### src/hdl/sfr_pkg.sv
// Package for the serial frame receiver: shared constants, reset values
// and the result record. No dependencies; all files but sfr_if use it.
`default_nettype none

package sfr_pkg;

	// Frame layout and decoding constants.
	localparam logic [7:0] HEADER_BYTE = 8'hAA;
	localparam logic [7:0] PUMP_BIT    = 8'h20;
	localparam logic [7:0] TEST_BIT    = 8'h40;
	localparam logic [7:0] DRAIN_BIT   = 8'h10;
	localparam logic [7:0] LEVEL_MASK  = 8'h07;

	// Frame byte positions whose values are captured for the result.
	localparam int POS_LEVEL = 2;
	localparam int POS_TEMP  = 3;
	localparam int POS_ERROR = 5;
	localparam int POS_LINK  = 6;

	// Defaults.
	localparam int          BUFFER_DEPTH_DEF = 64;
	localparam logic [15:0] TIMEOUT_RESET    = 16'd10;
	localparam logic [15:0] COUNT_MAX        = 16'hFFFF;

	// Item kinds.
	localparam logic KIND_BYTE = 1'b0;
	localparam logic KIND_TICK = 1'b1;

	// One decoded frame result.
	typedef struct packed {
		logic       frame_status;
		logic [2:0] water_level;
		logic       pump_flag;
		logic       test_mode;
		logic       drain_level_flag;
		logic [7:0] water_temp;
		logic [7:0] temp_error;
		logic [7:0] link_state;
	} result_t;

endpackage

`default_nettype wire

### src/hdl/sfr_if.sv
// Valid/ready channel interfaces for the serial frame receiver: the input
// request channel and the result channel. Depends on nothing.
`default_nettype none

interface sfr_in_if;
	logic       valid;
	logic       ready;
	logic       kind;
	logic [7:0] rx_byte;

	modport source (output valid, output kind, output rx_byte, input ready);
	modport sink   (input valid, input kind, input rx_byte, output ready);
endinterface

interface sfr_out_if;
	logic       valid;
	logic       ready;
	logic       frame_status;
	logic [2:0] water_level;
	logic       pump_flag;
	logic       test_mode;
	logic       drain_level_flag;
	logic [7:0] water_temp;
	logic [7:0] temp_error;
	logic [7:0] link_state;

	modport source (output valid, output frame_status, output water_level,
		output pump_flag, output test_mode, output drain_level_flag,
		output water_temp, output temp_error, output link_state, input ready);
	modport sink   (input valid, input frame_status, input water_level,
		input pump_flag, input test_mode, input drain_level_flag,
		input water_temp, input temp_error, input link_state, output ready);
endinterface

`default_nettype wire

### src/hdl/sfr_frame_core.sv
// Frame state of the serial frame receiver: header hunt, byte storage,
// running checksum, idle counter and result decode. Depends on sfr_pkg.
`default_nettype none

module sfr_frame_core #(
	parameter int BUFFER_DEPTH = sfr_pkg::BUFFER_DEPTH_DEF
) (
	input  wire logic            clk,
	input  wire logic            arst_n,
	input  wire logic            cfg_we,
	input  wire logic [15:0]     cfg_wdata,
	input  wire logic            item_take,
	input  wire logic            item_kind,
	input  wire logic [7:0]      item_byte,
	output logic                 res_push,
	output sfr_pkg::result_t     res_data
);

	localparam int PW = $clog2(BUFFER_DEPTH);
	localparam logic [PW-1:0] POS_FULL  = PW'(BUFFER_DEPTH - 1);
	localparam logic [PW-1:0] POS_LEVEL = PW'(sfr_pkg::POS_LEVEL);
	localparam logic [PW-1:0] POS_TEMP  = PW'(sfr_pkg::POS_TEMP);
	localparam logic [PW-1:0] POS_ERROR = PW'(sfr_pkg::POS_ERROR);
	localparam logic [PW-1:0] POS_LINK  = PW'(sfr_pkg::POS_LINK);

	logic [15:0]   timeout_q;
	logic          open_q;
	logic [PW-1:0] pos_q;
	logic [7:0]    sum_q;
	logic [7:0]    last_q;
	logic [7:0]    cap_level_q, cap_temp_q, cap_error_q, cap_link_q;
	logic [15:0]   idle_q;

	logic [15:0] idle_inc;
	logic        is_tick;
	logic        closing;
	logic        pass;

	assign is_tick  = item_take && (item_kind == sfr_pkg::KIND_TICK);
	assign idle_inc = (idle_q == sfr_pkg::COUNT_MAX) ? idle_q : idle_q + 16'd1;
	assign closing  = is_tick && open_q && (idle_inc > timeout_q);
	assign pass     = (sum_q == last_q);

	always_comb begin
		res_push = closing;
		res_data = '0;
		if (pass) begin
			res_data.frame_status     = 1'b0;
			res_data.water_level      = 3'(cap_level_q & sfr_pkg::LEVEL_MASK);
			res_data.pump_flag        = |(cap_level_q & sfr_pkg::PUMP_BIT);
			res_data.test_mode        = |(cap_level_q & sfr_pkg::TEST_BIT);
			res_data.drain_level_flag = |(cap_level_q & sfr_pkg::DRAIN_BIT);
			res_data.water_temp       = cap_temp_q;
			res_data.temp_error       = cap_error_q;
			res_data.link_state       = cap_link_q;
		end else begin
			res_data.frame_status = 1'b1;
		end
	end

	always_ff @(posedge clk or negedge arst_n) begin
		if (!arst_n) begin
			timeout_q   <= sfr_pkg::TIMEOUT_RESET;
			open_q      <= 1'b0;
			pos_q       <= '0;
			sum_q       <= '0;
			last_q      <= '0;
			cap_level_q <= '0;
			cap_temp_q  <= '0;
			cap_error_q <= '0;
			cap_link_q  <= '0;
			idle_q      <= '0;
		end else begin
			if (cfg_we) begin
				timeout_q <= cfg_wdata;
			end
			if (item_take && item_kind == sfr_pkg::KIND_BYTE) begin
				idle_q <= '0;
				if (!open_q) begin
					if (item_byte == sfr_pkg::HEADER_BYTE) begin
						open_q <= 1'b1;
						pos_q  <= PW'(1);
						sum_q  <= '0;
						last_q <= item_byte;
					end
				end else if (pos_q < POS_FULL) begin
					if (pos_q == POS_LEVEL) cap_level_q <= item_byte;
					if (pos_q == POS_TEMP)  cap_temp_q  <= item_byte;
					if (pos_q == POS_ERROR) cap_error_q <= item_byte;
					if (pos_q == POS_LINK)  cap_link_q  <= item_byte;
					sum_q  <= sum_q + last_q;
					last_q <= item_byte;
					pos_q  <= pos_q + PW'(1);
				end
			end else if (is_tick) begin
				idle_q <= idle_inc;
				if (closing) begin
					open_q <= 1'b0;
				end
			end
		end
	end

endmodule

`default_nettype wire

### src/hdl/sfr_out_buf.sv
// Two-entry result buffer (output register plus skid register) that lets
// the input side keep accepting while a result waits. Depends on sfr_pkg.
`default_nettype none

module sfr_out_buf (
	input  wire logic             clk,
	input  wire logic             arst_n,
	input  wire logic             push,
	input  wire sfr_pkg::result_t push_data,
	output logic                  space,
	output logic                  out_valid,
	input  wire logic             out_ready,
	output sfr_pkg::result_t      out_data
);

	logic             main_v_q, skid_v_q;
	sfr_pkg::result_t main_q, skid_q;
	logic             pop;

	assign pop       = main_v_q && out_ready;
	assign space     = !skid_v_q;
	assign out_valid = main_v_q;
	assign out_data  = main_q;

	always_ff @(posedge clk or negedge arst_n) begin
		if (!arst_n) begin
			main_v_q <= 1'b0;
			skid_v_q <= 1'b0;
		end else begin
			if (!main_v_q || pop) begin
				if (skid_v_q) begin
					main_v_q <= 1'b1;
					main_q   <= skid_q;
					skid_v_q <= push;
					skid_q   <= push_data;
				end else begin
					main_v_q <= push;
					main_q   <= push_data;
				end
			end else if (push) begin
				skid_v_q <= 1'b1;
				skid_q   <= push_data;
			end
		end
	end

endmodule

`default_nettype wire

### src/hdl/serial_frame_receiver_with_timeout.sv
// Top level of the serial frame receiver with idle timeout.
// Depends on sfr_pkg, sfr_if, sfr_frame_core and sfr_out_buf.
`default_nettype none

// Each request on the input channel is either a received serial byte
// (kind 0) or a one millisecond tick (kind 1), and one request is taken in
// every clock cycle while the output side has space; the frame state
// updates in the cycle a request is accepted. While no frame is open,
// bytes other than the header 0xAA are dropped; the header opens a frame
// and later bytes are stored until BUFFER_DEPTH-1 bytes are held, after
// which extra bytes are ignored but still restart the idle count. Ticks
// count idle time, saturating at 65535; the tick that pushes the count
// above idle_timeout closes an open frame and produces exactly one result
// request. The frame passes when its last stored byte equals the 8-bit sum
// of the bytes before it; a pass reports the decoded bytes 2, 3, 5 and 6,
// and a failure reports frame_status 1 with all other fields zero. Bytes
// 2, 3, 5 and 6 persist across frames, so a short frame reports whatever
// was captured earlier. A result is registered into the output register,
// or into the skid register while the output register is held, before it
// appears on the output channel. The output side holds up to two results
// (an output register and a skid register); the input stalls only when both
// are occupied. idle_timeout resets to 10; the user must write it through
// cfg_we/cfg_wdata while the block is idle; the block does not enforce it.

module serial_frame_receiver_with_timeout #(
	parameter int BUFFER_DEPTH = sfr_pkg::BUFFER_DEPTH_DEF
) (
	input  wire logic        clk,
	input  wire logic        arst_n,
	input  wire logic        cfg_we,
	input  wire logic [15:0] cfg_wdata,
	sfr_in_if.sink           in_ch,
	sfr_out_if.source        out_ch
);

	logic             item_take;
	logic             res_push;
	logic             buf_space;
	sfr_pkg::result_t res_data;
	sfr_pkg::result_t out_data;

	// A request is taken whenever the skid register is free, so a tick that
	// closes a frame always has a place for its result.
	assign in_ch.ready = buf_space;
	assign item_take   = in_ch.valid && buf_space;

	sfr_frame_core #(
		.BUFFER_DEPTH(BUFFER_DEPTH)
	) u_core (
		.clk       (clk),
		.arst_n    (arst_n),
		.cfg_we    (cfg_we),
		.cfg_wdata (cfg_wdata),
		.item_take (item_take),
		.item_kind (in_ch.kind),
		.item_byte (in_ch.rx_byte),
		.res_push  (res_push),
		.res_data  (res_data)
	);

	sfr_out_buf u_out_buf (
		.clk       (clk),
		.arst_n    (arst_n),
		.push      (res_push),
		.push_data (res_data),
		.space     (buf_space),
		.out_valid (out_ch.valid),
		.out_ready (out_ch.ready),
		.out_data  (out_data)
	);

	// Unpack the held result onto the channel fields.
	assign out_ch.frame_status     = out_data.frame_status;
	assign out_ch.water_level      = out_data.water_level;
	assign out_ch.pump_flag        = out_data.pump_flag;
	assign out_ch.test_mode        = out_data.test_mode;
	assign out_ch.drain_level_flag = out_data.drain_level_flag;
	assign out_ch.water_temp       = out_data.water_temp;
	assign out_ch.temp_error       = out_data.temp_error;
	assign out_ch.link_state       = out_data.link_state;

endmodule

`default_nettype wire

### src/flat_wrapper.sv
// flat-port wrapper written by rule: the top's interface ports become plain ports
module serial_frame_receiver_with_timeout_flat 
#(
	parameter int BUFFER_DEPTH = sfr_pkg::BUFFER_DEPTH_DEF
)
  (clk, arst_n, cfg_we, cfg_wdata, in_ch_valid, in_ch_kind, in_ch_rx_byte, in_ch_ready, out_ch_valid, out_ch_frame_status, out_ch_water_level, out_ch_pump_flag, out_ch_test_mode, out_ch_drain_level_flag, out_ch_water_temp, out_ch_temp_error, out_ch_link_state, out_ch_ready);
  sfr_in_if in_ch_i ();
  sfr_out_if out_ch_i ();
  input  wire logic clk;
  input  wire logic arst_n;
  input  wire logic cfg_we;
  input  wire logic [15:0] cfg_wdata;
  input wire logic [$bits(in_ch_i.valid)-1:0] in_ch_valid;
  input wire logic [$bits(in_ch_i.kind)-1:0] in_ch_kind;
  input wire logic [$bits(in_ch_i.rx_byte)-1:0] in_ch_rx_byte;
  output wire logic [$bits(in_ch_i.ready)-1:0] in_ch_ready;
  output wire logic [$bits(out_ch_i.valid)-1:0] out_ch_valid;
  output wire logic [$bits(out_ch_i.frame_status)-1:0] out_ch_frame_status;
  output wire logic [$bits(out_ch_i.water_level)-1:0] out_ch_water_level;
  output wire logic [$bits(out_ch_i.pump_flag)-1:0] out_ch_pump_flag;
  output wire logic [$bits(out_ch_i.test_mode)-1:0] out_ch_test_mode;
  output wire logic [$bits(out_ch_i.drain_level_flag)-1:0] out_ch_drain_level_flag;
  output wire logic [$bits(out_ch_i.water_temp)-1:0] out_ch_water_temp;
  output wire logic [$bits(out_ch_i.temp_error)-1:0] out_ch_temp_error;
  output wire logic [$bits(out_ch_i.link_state)-1:0] out_ch_link_state;
  input wire logic [$bits(out_ch_i.ready)-1:0] out_ch_ready;
  assign in_ch_i.valid = in_ch_valid;
  assign in_ch_i.kind = in_ch_kind;
  assign in_ch_i.rx_byte = in_ch_rx_byte;
  assign in_ch_ready = in_ch_i.ready;
  assign out_ch_valid = out_ch_i.valid;
  assign out_ch_frame_status = out_ch_i.frame_status;
  assign out_ch_water_level = out_ch_i.water_level;
  assign out_ch_pump_flag = out_ch_i.pump_flag;
  assign out_ch_test_mode = out_ch_i.test_mode;
  assign out_ch_drain_level_flag = out_ch_i.drain_level_flag;
  assign out_ch_water_temp = out_ch_i.water_temp;
  assign out_ch_temp_error = out_ch_i.temp_error;
  assign out_ch_link_state = out_ch_i.link_state;
  assign out_ch_i.ready = out_ch_ready;
  serial_frame_receiver_with_timeout #(.BUFFER_DEPTH(BUFFER_DEPTH)) u_core (.clk(clk), .arst_n(arst_n), .cfg_we(cfg_we), .cfg_wdata(cfg_wdata), .in_ch(in_ch_i), .out_ch(out_ch_i));
endmodule
### config.mk
export PLATFORM = sky130hd
export DESIGN_NAME = serial_frame_receiver_with_timeout_flat
export DESIGN_NICKNAME = d
export VERILOG_FILES = /design/src/hdl/sfr_pkg.sv /design/src/hdl/sfr_if.sv /design/src/hdl/sfr_frame_core.sv /design/src/hdl/sfr_out_buf.sv /design/src/hdl/serial_frame_receiver_with_timeout.sv /design/src/flat_wrapper.sv
export SDC_FILE = /design/constraint.sdc
export NUM_CORES = 1
export LEC_CHECK = 0
export ABC_AREA = 1
export BUFFER_PORTS_ARGS = -buffer_cell sky130_fd_sc_hd__clkbuf_2
export CAP_MARGIN = 20
export CORE_UTILIZATION = 60
export DETAILED_ROUTE_END_ITERATION = 7
export GPL_ROUTABILITY_DRIVEN = 0
export PLACE_DENSITY_LB_ADDON = 0.2
export SYNTH_ARGS = -nofsm -noshare
export SYNTH_HDL_FRONTEND = slang
export SYNTH_HIERARCHICAL = 1
export SYNTH_SLANG_ARGS = --single-unit
### constraint.sdc
create_clock -name clk -period 12.05 [get_ports clk]
set_input_delay 0.6025 -clock clk [delete_from_list [all_inputs] [get_ports clk]]
set_output_delay 0.6025 -clock clk [all_outputs]
set_load 0.02 [all_outputs]
== Yosys cells after proc, flatten, opt, wreduce, memory -nomap -nowiden ==
Cells that the tools add are included.

* Add/sub/neg operators: 3
* Multiply operators: 0
* Div/mod/pow operators: 0
* $lt $le $gt $ge: 2
* Eq/ne operators: 9
* Shifts and indexed selects: 0
* Mux-type cells: 27
* Bitwise logic cells: 1
* Reductions and logical operators: 21

{| class="wikitable"
|+ Operators by type and width
! kind !! number
|-
| $mux 31 || 4
|-
| $mux 16 || 3
|-
| $mux 8 || 6
|-
| $mux 30 || 1
|-
| $mux 6 || 3
|-
| $add 16x1->16 const B || 1
|-
| $eq 16x16->1 const B || 1
|-
| $gt 16x16->1 || 1
|-
| $reduce_and 4->1 || 4
|-
| $eq 6x2->1 const B || 2
|-
| $eq 6x3->1 const B || 2
|-
| $mux 1 || 10
|-
| $add 8x8->8 || 1
|-
| $eq 8x8->1 || 1
|-
| $eq 8x8->1 const B || 1
|-
| $reduce_bool 2->1 || 4
|-
| $add 6x1->6 const B || 1
|-
| $logic_and 1x1->1 || 6
|-
| $lt 6x6->1 const B || 1
|-
| $reduce_and 3->1 || 2
|-
| $reduce_and 2->1 || 2
|-
| $logic_not 1->1 || 2
|-
| $ne 2x1->1 const B || 1
|-
| $ne 2x2->1 const B || 1
|-
| 2 further kinds || 2
|}

* Flip-flop bits (word level): 150
* Bits in latches: 0
* Bits in writable memories: 0
* ROM bits: 0
* Input bits: 30
* Output and inout port bits: 33
* Logic and storage cells: 91
* Memories kept: 0

== Depth between registers and ports, before layout ==
Gate-level depths: netlist (run 1).

* Depth after elaboration: 8
* Gate-level depth with buffers: 22

== By module ==
The synthesis (run 1) kept the hierarchy.

{| class="wikitable"
|+ Modules (own cells, without submodules)
! module !! instances !! cells an instance !! area an instance (µm²) !! sequential area each (µm²)
|-
| sfr_frame_core || 1 || 622 || 4789.6 || 2129.5
|-
| sfr_out_buf || 1 || 183 || 2443.6 || 1911.8
|-
| serial_frame_receiver_with_timeout || 1 || 2 || 7.5 || 0.0
|}

== Worst setup path after synthesis (run 1) ==
Ideal clock, no wire load.

* Path kind: reg2reg
* Start: register u_core.u_core.idle_q[0]
* End: register u_core/u_out_buf/skid_q[0] (netlist name) (enable)
* Arrival: 3698 ps
* Required time: 11630 ps
* Setup slack: 7932 ps
* Cell stages (with the launch flop): 21
* Path buffers: 1
* Clock period less this slack: 4118 ps
* Cells stage by stage: dfrtp_1 > ha_1 > nand2_1 > nor2_2 > nand4_2 > buf_2 > o21a_1 > ha_1 > nand2_1 > nand2_1 > nand2_1 > nand2_1 > nand2_1 > nand2_1 > nand2_1 > nand2_1 > and2_1 > inv_1 > nand3_1 > inv_1 > nor2_1

* Longest elaborated chain between the ends: 6
* Elaborated cells between the ends (all ways): 7
* Those cells by class: add/sub (1); order compare (1); eq/ne (1); mux (1); reduce/logical (3)

{| class="wikitable"
|+ RTL lines
! item !! RTL line !! RTL
|-
| start: declaration || sfr_frame_core.sv:32 || <nowiki>logic [15:0] idle_q;</nowiki>
|-
| start signal: assignment || sfr_frame_core.sv:96 || <nowiki>idle_q <= idle_inc;</nowiki>
|-
| $add 16x1->16 or $eq 16x16->1 (tied branches) || sfr_frame_core.sv:40 || <nowiki>assign idle_inc = (idle_q == sfr_pkg::COUNT_MAX) ? idle_q : idle_q + 16'd1;</nowiki>
|-
| $mux 16 * || sfr_frame_core.sv:40 ||
|-
| $gt 16x16->1 * || sfr_frame_core.sv:41 || <nowiki>assign closing = is_tick && open_q && (idle_inc > timeout_q);</nowiki>
|-
| $logic_and 1x1->1 * || sfr_frame_core.sv:41 ||
|-
| named net u_core.res_push || serial_frame_receiver_with_timeout.sv:37 || <nowiki>logic res_push;</nowiki>
|-
| $reduce_bool 2->1 (no source line) * || - ||
|-
| $reduce_and 3->1 (no source line) * || - ||
|-
| end signal: assignment || sfr_out_buf.sv:35 || <nowiki>skid_q <= push_data;</nowiki>
|-
| end signal: assignment || sfr_out_buf.sv:42 || <nowiki>skid_q <= push_data;</nowiki>
|-
| end: declaration || sfr_out_buf.sv:17 || <nowiki>sfr_pkg::result_t main_q, skid_q;</nowiki>
|}

The timed path passes the listed nets; every way through them passes the cells marked *.
A chain may end at the register's enable or synchronous reset.

== Worst setup path after layout (run 1) ==
* Start: register u_core.u_core.idle_q[0]
* End: register u_core/u_out_buf/skid_q[5] (netlist name) (enable)

The elaborated chain is that of the path after synthesis.

==> metrics.cfg, run 1 <==
[outcome]
status = complete, but fails checks
violations = DRC

[synth]
avgSynthCellArea_um2 = 8.97
ys_warn_count = 6
netlist.area_leader.share_pct = 29.4
ys_ff_latch = 149
ys_types = 42
ys_top_cells_by_area = dfrtp_1 (29%), edfxtp_1 (26%), nand2_1 (15%), inv_1 (4.9%), ha_1 (4.7%)
yosysTopAreaCell = dfrtp_1
postSynthCellCount = 807
yosysSeqAreaShare_pct = 55.8
synth.cell_area_um2 = 7240
synth_nets = 865

[clocking]
post_cts.repair.setup_buffers = 0
clk_latency_ps = 420
numCtsBuffers = 17
htreeDepth = 4
clockBufferDepth = 2
holdBufCountCts = 0
cts_tree = yes
cts_root_buf = clkbuf_16
numClockSinks = 149
cts_resized = 0
clk_pin_slew_worst_paths_ps = 60

[worst_setup_path]
crit_fanout = 31
end_kind = flop
arrival_ps = 3670
startpoint_type = flop
crit_type = flop to flop
required_ps = 12130

[pwr]
power_mw = 1.42
vdd_drop_max_mv = 0.0911
swShare_pct = 28.2
clockPowerShare_pct = 38.5
power.switching_mw = 0.402
p_leak_nw = 4.02
comb_power_share_pct = 17.6
seq_power_share_pct = 43.9
power.internal_mw = 1.02
p_per_area_nw_per_um2 = 173

[detailed_routing]
drt.antenna.violating_nets = 0
drc = 7
via_per_inst = 5.24
vias = 5377
drt_iter0_drc = 362
drt_pass1_iterations = 8
drt_wl_total_mm = 14.1
post_drt_wl_per_cell_um = 13.8

[finish]
nFillCells = 882
fin_nets = 928
n_antenna_cell = 0
layout_common_cells = nand2_1 (290), inv_1 (95), dfrtp_1 (85)
drive_gt1_share_pct = 14.7
fin_cells = 1026
syn2layout_area_growth_pct = 13.9
final_common_cell = nand2_1

[global_routing]
antenna_found_initial = 0
grt_pass1_wl_mm = 24.0
first_global_vias = 5205
grt_usage_pct = 24.7
grt_max_degree = 46
grt-ovfl-total = 0

[timing]
finalSetupTns_ps = 0
max_freq_ghz = 0.278
setup_viol = 0
drv_slew = 0
rsz0062_at_grt = no
hold_violations = 0
maxSlewHeadroom_pct = 61.4
post-route-period-util_pct = 29.8
fin_skew_ps = 8.33
timing.final.crit_period_ps = 3590
tightest_slew_ps = 579

[min_path]
hold_class = input pin to async pin

[die]
die_height_um = 112
io-pin-count = 63
dieArea_um2 = 12500
start_util_pct = 62.6
die_w_um = 112
core_um2 = 11600
std_cell_rows = 39

[placement]
io_buffers = 62
hpwl_mm = 9.72
dp_cells = 992

[flow_run]
cap_violations = 0

==> state kept, by name (all words and copies together) (netlist names) <==
register	cells
u_core/u_core/cap_temp_q	8
u_core/u_core/pos_q	6
u_core/u_core/idle_q	16
u_core/u_core/cap_error_q	8
u_core/u_core/cap_level_q	6
u_core/u_core/last_q	8
u_core/u_core/cap_link_q	8
u_core/u_core/sum_q	8
u_core/u_core/open_q	1
u_core/u_out_buf/out_valid	1
u_core/u_out_buf/skid_v_q	1
u_core/u_out_buf/skid_q	31
u_core/u_out_buf/out_data	31
u_core/u_core/timeout_q	16
==> final cells by class <==
cell class	count	area, µm²	share of cell area (%)
Clock buffer	19	433	5.25
Clock inverter	13	180	2.19
Tap cell	143	179	2.17
Multi-Input combinational cell	537	2660	32.2
Sequential cell	149	4040	49.0
Timing Repair Buffer	67	378	4.58
Inverter	98	375	4.55
==> critical path: stages, from the launching register on <==
cell and delay (ps):
dfrtp_1 430, ha_1 270, nand2_1 110, nor2_2 220
nand4_2 370, o21a_1 310, ha_1 290, nand2_1 60
nand2_1 50, nand2_1 50, nand2_1 50, nand2_1 40
nand2_1 60, nand2_1 40, nand2_1 60, and2_1 150
inv_1 70, nand3_1 100, inv_1 50, nor2_2 90
buf_4 360
==> synthesized netlist by cell type, drive strengths merged <==
cell type and count:
a21oi 12, nand2 298, o21ai 69, fa 1, clkbuf 6, a21o 1
and2 2, buf 17, dfstp 2, nor3b 1, nand4 7, mux2 1
a21boi 1, a31oi 2, edfxtp 62, inv 98, or2 2, o21bai 2
o22ai 2, xor2 11, nand3 25, xnor2 4, dfrtp 85, o21a 1
ha 27, nor2 61, nor4 1, nor3 6
==> worst paths after layout <==
kind | slack, ps | to | cells past startpoint | from
min in group clk | 380 | u_core/u_core/timeout_q[1] | 3 | cfg_wdata[1]
max in group asynchronous | 10880 | u_core/u_core/cap_link_q[2] | 2 | arst_n
worst max register to register | 8460 | u_core/u_out_buf/skid_q[5] | 20 | u_core/u_core/idle_q[0]
worst min-delay path | 160 | u_core/u_core/timeout_q[4] | 1 | arst_n
worst max-delay path | 8460 | u_core/u_out_buf/skid_q[5] | 20 | u_core/u_core/idle_q[0]
worst min register to register | 490 | u_core/u_core/cap_level_q[6] | 2 | u_core/u_core/cap_level_q[6]
==> routing by layer <==
| layer | GRT usage, % | up-vias | wire length (µm) |
|---|---|---|---|
| met3 | 5.23 | 30 | 662 |
| li1 | - | 2702 | - |
| met5 | 0 | - | 0 |
| met2 | 38.0 | 146 | 6490 |
| met4 | 13.4 | 0 | 386 |
| met1 | 33.1 | 2499 | 6570 |
==> metrics by stage <==
stage | hold slack [ps] | area, µm² | utilization [%] | setup WS [ps]
floorplan | 307 | 7240 | - | 7930
detailed placement | 472 | 7590 | 65.6 | 8520
finish | 160 | 8250 | 71.3 | 8460
CTS | 163 | 8200 | 70.9 | 8480
global placement | 465 | 7590 | 65.6 | 8640
global route | 187 | 8250 | 71.3 | 8140
==> power by group through the flow <==
stage               combinational (mW)  clock [mW]  sequential (mW)
floorplan                        0.156           0            0.656
global placement                 0.221           0            0.638
detailed placement               0.230           0            0.641
CTS                              0.232       0.558            0.631
global route                     0.281       0.580            0.631
finish                           0.250       0.549            0.625
==> kinds of logic after synthesis <==
family | Yosys count | synth area share [%]
simple gates | 403 | 22.9
flops | 149 | 55.8
compound gates | 90 | 6.88
mux | 1 | 0.156
fa+ha+maj | 28 | 4.94
xor+xnor | 15 | 1.81
buf+inv | 121 | 7.53
Note: power is estimated with default switching activity, not from simulation.
==> run 2: changes to the inputs <==
CORE_UTILIZATION = 54   (was 60)
clock period = 3.1 ns   (was 12.05 ns; I/O delays follow)
==> metrics.cfg, run 2 (synthesized netlist as in run 1, its figures left out) <==
[outcome]
status = complete, but fails checks
violations = setup timing

[worst_setup_path]
crit_type = flop to flop
arrival_ps = 3280
crit_buf_inv = 4
crit_fanout = 8
max_stage_delay_ps = 430
startpoint_type = flop
critPathSlowestCell = dfrtp_2
required_ps = 3240
crit_top_cell = nand2_1
crit_path_cell_trace = buf_4 -> nand2_1 -> nor2_2 -> nand2_1 -> xor2_1 -> nand2_1 -> ha_1 -> nand2_1 -> nor2_1 -> nand2_1 -> nand2_1 -> nand2_1 -> nand2_1 -> and2_4 -> inv_2 -> nand3_2 -> inv_2 -> nor2_4 -> clkbuf_16
end_kind = flop
critical_path.top_delay_family = simple AND/OR/NAND/NOR gates

[die]
core_um2 = 12800
die_w_um = 118
std_cell_rows = 41
die_height_um = 118
start_util_pct = 56.5
dieArea_um2 = 13900
io-pin-count = 63

[clocking]
cts_tree = yes
numClockSinks = 149
clk_pin_slew_worst_paths_ps = 60
cts_root_buf = clkbuf_16
numCtsBuffers = 17
clk_latency_ps = 420
clockBufferDepth = 2
htreeDepth = 4

[finish]
multiInputGateArea_um2 = 2790
syn2layout_area_growth_pct = 19.6
nFillCells = 1016
fin_area_um2 = 8660
seq_area_um2 = 4050
drive_gt1_share_pct = 18.2
final_common_cell = nand2_1
fin_nets = 958
layout_common_cells = nand2_1 (288), inv_1 (93), dfrtp_1 (82)
n_antenna_cell = 0

[pwr]
p_leak_nw = 4.16
vdd_drop_max_mv = 0.393
power.internal_mw = 3.80
clockPowerShare_pct = 35.7
swShare_pct = 30.1
comb_power_share_pct = 19.6
power_mw = 5.43
power.switching_mw = 1.63
p_per_area_nw_per_um2 = 627
seq_power_share_pct = 44.7

[timing]
hold_violations = 0
post-route-period-util_pct = 101
drv_slew = 0
hold_slack_ps = 49.0
rsz0062_at_grt = yes
worst_slack_ps = -39.3
tightest_slew_ps = 549
finalSetupTns_ps = -539
timing.final.crit_period_ps = 3140
max_freq_ghz = 0.319
setup_viol = 23
maxSlewHeadroom_pct = 63.4
fin_skew_ps = 6.62

[placement]
hpwl_mm = 9.73
placed_cell_area_um2 = 7710
io_buffers = 62

[detailed_routing]
drt.antenna.violating_nets = 0
drt_iter0_drc = 514
vias = 5609
drt_wl_total_mm = 15.4
drt_pass1_iterations = 5
via_per_inst = 5.17
post_drt_wl_per_cell_um = 14.2
drc = 0

[flow_run]
cap_violations = 0

[global_routing]
grt_max_degree = 86
grt_usage_pct = 22.6
grt_pass1_wl_mm = 24.5
antenna_found_initial = 0
first_global_vias = 5182
grt-ovfl-total = 0

[min_path]
hold_class = input pin to flop

-- run 2: area by class of cell --
class                           instances  share of cell area [%]
Clock inverter                         14                    1.49
Clock buffer                           18                    4.95
Sequential cell                       149                    46.7
Inverter                               98                    4.33
Tap cell                              172                    2.48
Timing Repair Buffer                   96                    7.86
Multi-Input combinational cell        538                    32.2
-- run 2: per-layer routing --
metal,GRT usage (%),wire length [µm],share of wire (%)
met5,0,0,0
met4,11.3,469,3.0
met3,4.55,849,5.5
met2,36.0,7360,48
met1,29.4,6700,44
-- run 2: final timing paths --
path                                                    from                            to  slack (ps)  cells after the start
worst max register to register       u_core/u_core/idle_q[1]   u_core/u_out_buf/skid_q[23]         -40                     19
worst min register to register  u_core/u_core/cap_error_q[7]  u_core/u_core/cap_error_q[7]         480                      2
worst min-delay path                            out_ch_ready     u_core/u_out_buf/skid_v_q          50                      4
min in group asynchronous                             arst_n     u_core/u_out_buf/skid_v_q          80                      2
worst max-delay path                 u_core/u_core/idle_q[1]   u_core/u_out_buf/skid_q[23]         -40                     19
max in group asynchronous                             arst_n    u_core/u_core/timeout_q[3]        2070                      4
-- run 2: timing repair --
item                                    CTS  global route
endpoints found under the setup margin   31            31
gates resized for setup                   7            14
endpoints found under the hold margin    18             0
pin swaps                                 2            11
buffers inserted                          4             4
hold buffers                             17             0
gates cloned                              1             2
-- run 2: metrics by stage --
step | worst slack (ps) | instances | util (%)
final | -39.3 | 1085 | 67.5
after global routing | -188 | 1085 | 67.5
after CTS | 42.2 | 1078 | 66.3
after detailed placement | -27.2 | 1024 | 60.1
after global placement | 114 | 1024 | 60.1
after floorplan | -4.95 | 807 | -
-- run 2: power by group through the flow --
stage                     sequential [mW]  clock [mW]  combinational, mW
final                                2.43        1.94               1.06
after global routing                 2.45        2.04               1.19
after CTS                            2.43        1.97               1.03
after detailed placement             2.47           0              0.960
after global placement               2.46           0              0.933
after floorplan                      2.55           0              0.620
-- run 2: worst min-delay path, stage by stage --
cell,delay (ps)
clkbuf_2,90
nor2_1,60
nand3_1,70
nand2_1,50
==> run 3: changes to the inputs <==
CELL_PAD_IN_SITES_DETAIL_PLACEMENT = 1   (was unset)
CELL_PAD_IN_SITES_GLOBAL_PLACEMENT = 1   (was unset)
CORE_UTILIZATION = 41   (was 54)
==> metrics.cfg, run 3 (synthesized netlist as in run 1, its figures left out) <==
[clocking]
cts_root_buf = clkbuf_16
numClockSinks = 149
numCtsBuffers = 17
htreeDepth = 4
cts_tree = yes
clk_pin_slew_worst_paths_ps = 60
clk_latency_ps = 420
clockBufferDepth = 2

[finish]
syn2layout_area_growth_pct = 21.8
layout_common_cells = nand2_1 (287), inv_1 (92), dfrtp_1 (82)
fin_nets = 968
fin_cells = 1148
multiInputGateArea_um2 = 2790
drive_gt1_share_pct = 19.1
n_antenna_cell = 0
fin_area_um2 = 8820
utilization_pct = 51.0
final_common_cell = nand2_1
nFillCells = 2045
seq_area_um2 = 4050

[min_path]
min_to = u_core/u_out_buf/skid_v_q
hold_class = input pin to flop
holdPathStages = 4
hold_path_startpoint = out_ch_ready

[timing]
finalSetupTns_ps = 0
rsz0062_at_grt = yes
maxSlewHeadroom_pct = 40.8
hold_violations = 0
timing.final.crit_period_ps = 3090
drv_slew = 0
fin_skew_ps = 5.19
worst_slack_ps = 11.6
setup_viol = 0
post-route-period-util_pct = 99.6
hold_slack_ps = 36.8
max_freq_ghz = 0.324
tightest_slew_ps = 888

[outcome]
status = finished clean

[worst_setup_path]
r2r-end = u_core/u_out_buf/skid_q[19]
crit_fanout = 8
crit_type = flop to flop
r2r_cells = 19
r2r_setup_slack_ps = 10
rr_startpoint = u_core/u_core/idle_q[0]
critical_path.top_delay_family = simple AND/OR/NAND/NOR gates
required_ps = 3240
arrival_ps = 3230
end_kind = flop
critPathSlowestCell = dfrtp_2
crit_buf_inv = 4
crit_top_cell = nor2_4
crit_path_cell_trace = ha_4 -> nand2_4 -> nor2_4 -> nand4_1 -> o21bai_1 -> and2_4 -> ha_4 -> nand2_4 -> nor2_4 -> nand4_1 -> nor2_1 -> nor2_1 -> and2_4 -> inv_4 -> nand3_4 -> inv_2 -> nor2_4 -> buf_12 -> clkbuf_16
startpoint_type = flop
max_stage_delay_ps = 420

[pwr]
p_per_area_nw_per_um2 = 628
vdd_drop_max_mv = 0.398
power_mw = 5.54
p_leak_nw = 4.23

[global_routing]
grt_pass1_wl_mm = 28.5
first_global_vias = 5766
grt-ovfl-total = 0
antenna_found_initial = 0
grt_max_degree = 69
grt_usage_pct = 20.3

[detailed_routing]
post_drt_wl_per_cell_um = 15.6
vias = 5656
drc = 0
drt_wl_total_mm = 17.9
via_per_inst = 4.93
drt.antenna.violating_nets = 0
drt_pass1_iterations = 4
drt_iter0_drc = 228

[placement]
io_buffers = 62
placed_cell_area_um2 = 7800
hpwl_mm = 12.1
pre_cts_ws_ps = 8.60
dp_cells = 1080

[flow_run]
cap_violations = 0

[die]
die_w_um = 135
die_height_um = 135
dieArea_um2 = 18200
core_um2 = 17300
io-pin-count = 63
std_cell_rows = 48
start_util_pct = 41.9

[run 3: changes by cell type in the layout (fill, tap and decap cells not counted), sizes merged]
cell      before  now
inv          102  104
clkinvlp       5    3
buf           17   26
clkinv         4    5
[run 3: area by class of cell]
class	instances	area share, %
tap	225	3.19
timing repair buffer	106	8.50
sequential	149	45.9
clock inverter	15	1.66
multi-input combinational	538	31.6
inverter	98	4.29
clock buffer	17	4.83
[run 3: worst max path at each step]
| stage | startpoint | to | cells past startpoint |
|---|---|---|---|
| after floorplan | u_core/u_core/idle_q[0] | u_core/u_out_buf/skid_q[0] | 19 |
| after global placement | u_core/u_core/idle_q[1] | u_core/u_out_buf/skid_q[10] | 19 |
| after detailed placement | u_core/u_core/idle_q[1] | u_core/u_out_buf/skid_q[15] | 20 |
| after CTS | u_core/u_core/idle_q[0] | u_core/u_out_buf/skid_q[29] | 20 |
| after global routing | u_core/u_core/idle_q[2] | u_core/u_out_buf/skid_q[28] | 21 |
| final | u_core/u_core/idle_q[0] | u_core/u_out_buf/skid_q[19] | 19 |
[run 3: what timing repair did]
| item | 4_1_cts | 5_1_grt |
|---|---|---|
| pin swaps | 1 | 11 |
| endpoints found under the hold margin | 35 | 0 |
| setup buffers | 4 | 11 |
| resized for setup | 1 | 21 |
| setup endpoints to repair | 31 | 31 |
| hold buffers | 17 | 0 |
| gates cloned | 0 | 4 |
[run 3: report_power, final]
part | internal, mW | leakage (nW) | switching, mW
Sequential | 2.33 | 1.77 | 0.113
Clock | 1.12 | 0.271 | 0.879
Combinational | 0.369 | 2.19 | 0.727
Total | 3.82 | 4.23 | 1.72
[run 3: worst register-to-register path, stage by stage (launching register included)]
cell       delay [ps]
dfrtp_2           420
ha_4              170
nand2_4            60
nor2_4            160
nand4_1           210
o21bai_1          250
and2_4            190
ha_4              200
nand2_4            70
nor2_4             40
nand4_1            80
nor2_1             60
nor2_1            150
and2_4            190
inv_4              40
nand3_4            50
inv_2              40
nor2_4            120
buf_12            130
clkbuf_16         150
[run 3: routing by layer]
layer | GRT usage, % | wire length, µm
met2 | 35.3 | 9290
met5 | 0 | 0
met3 | 3.72 | 569
met4 | 6.18 | 245
met1 | 25.5 | 7780
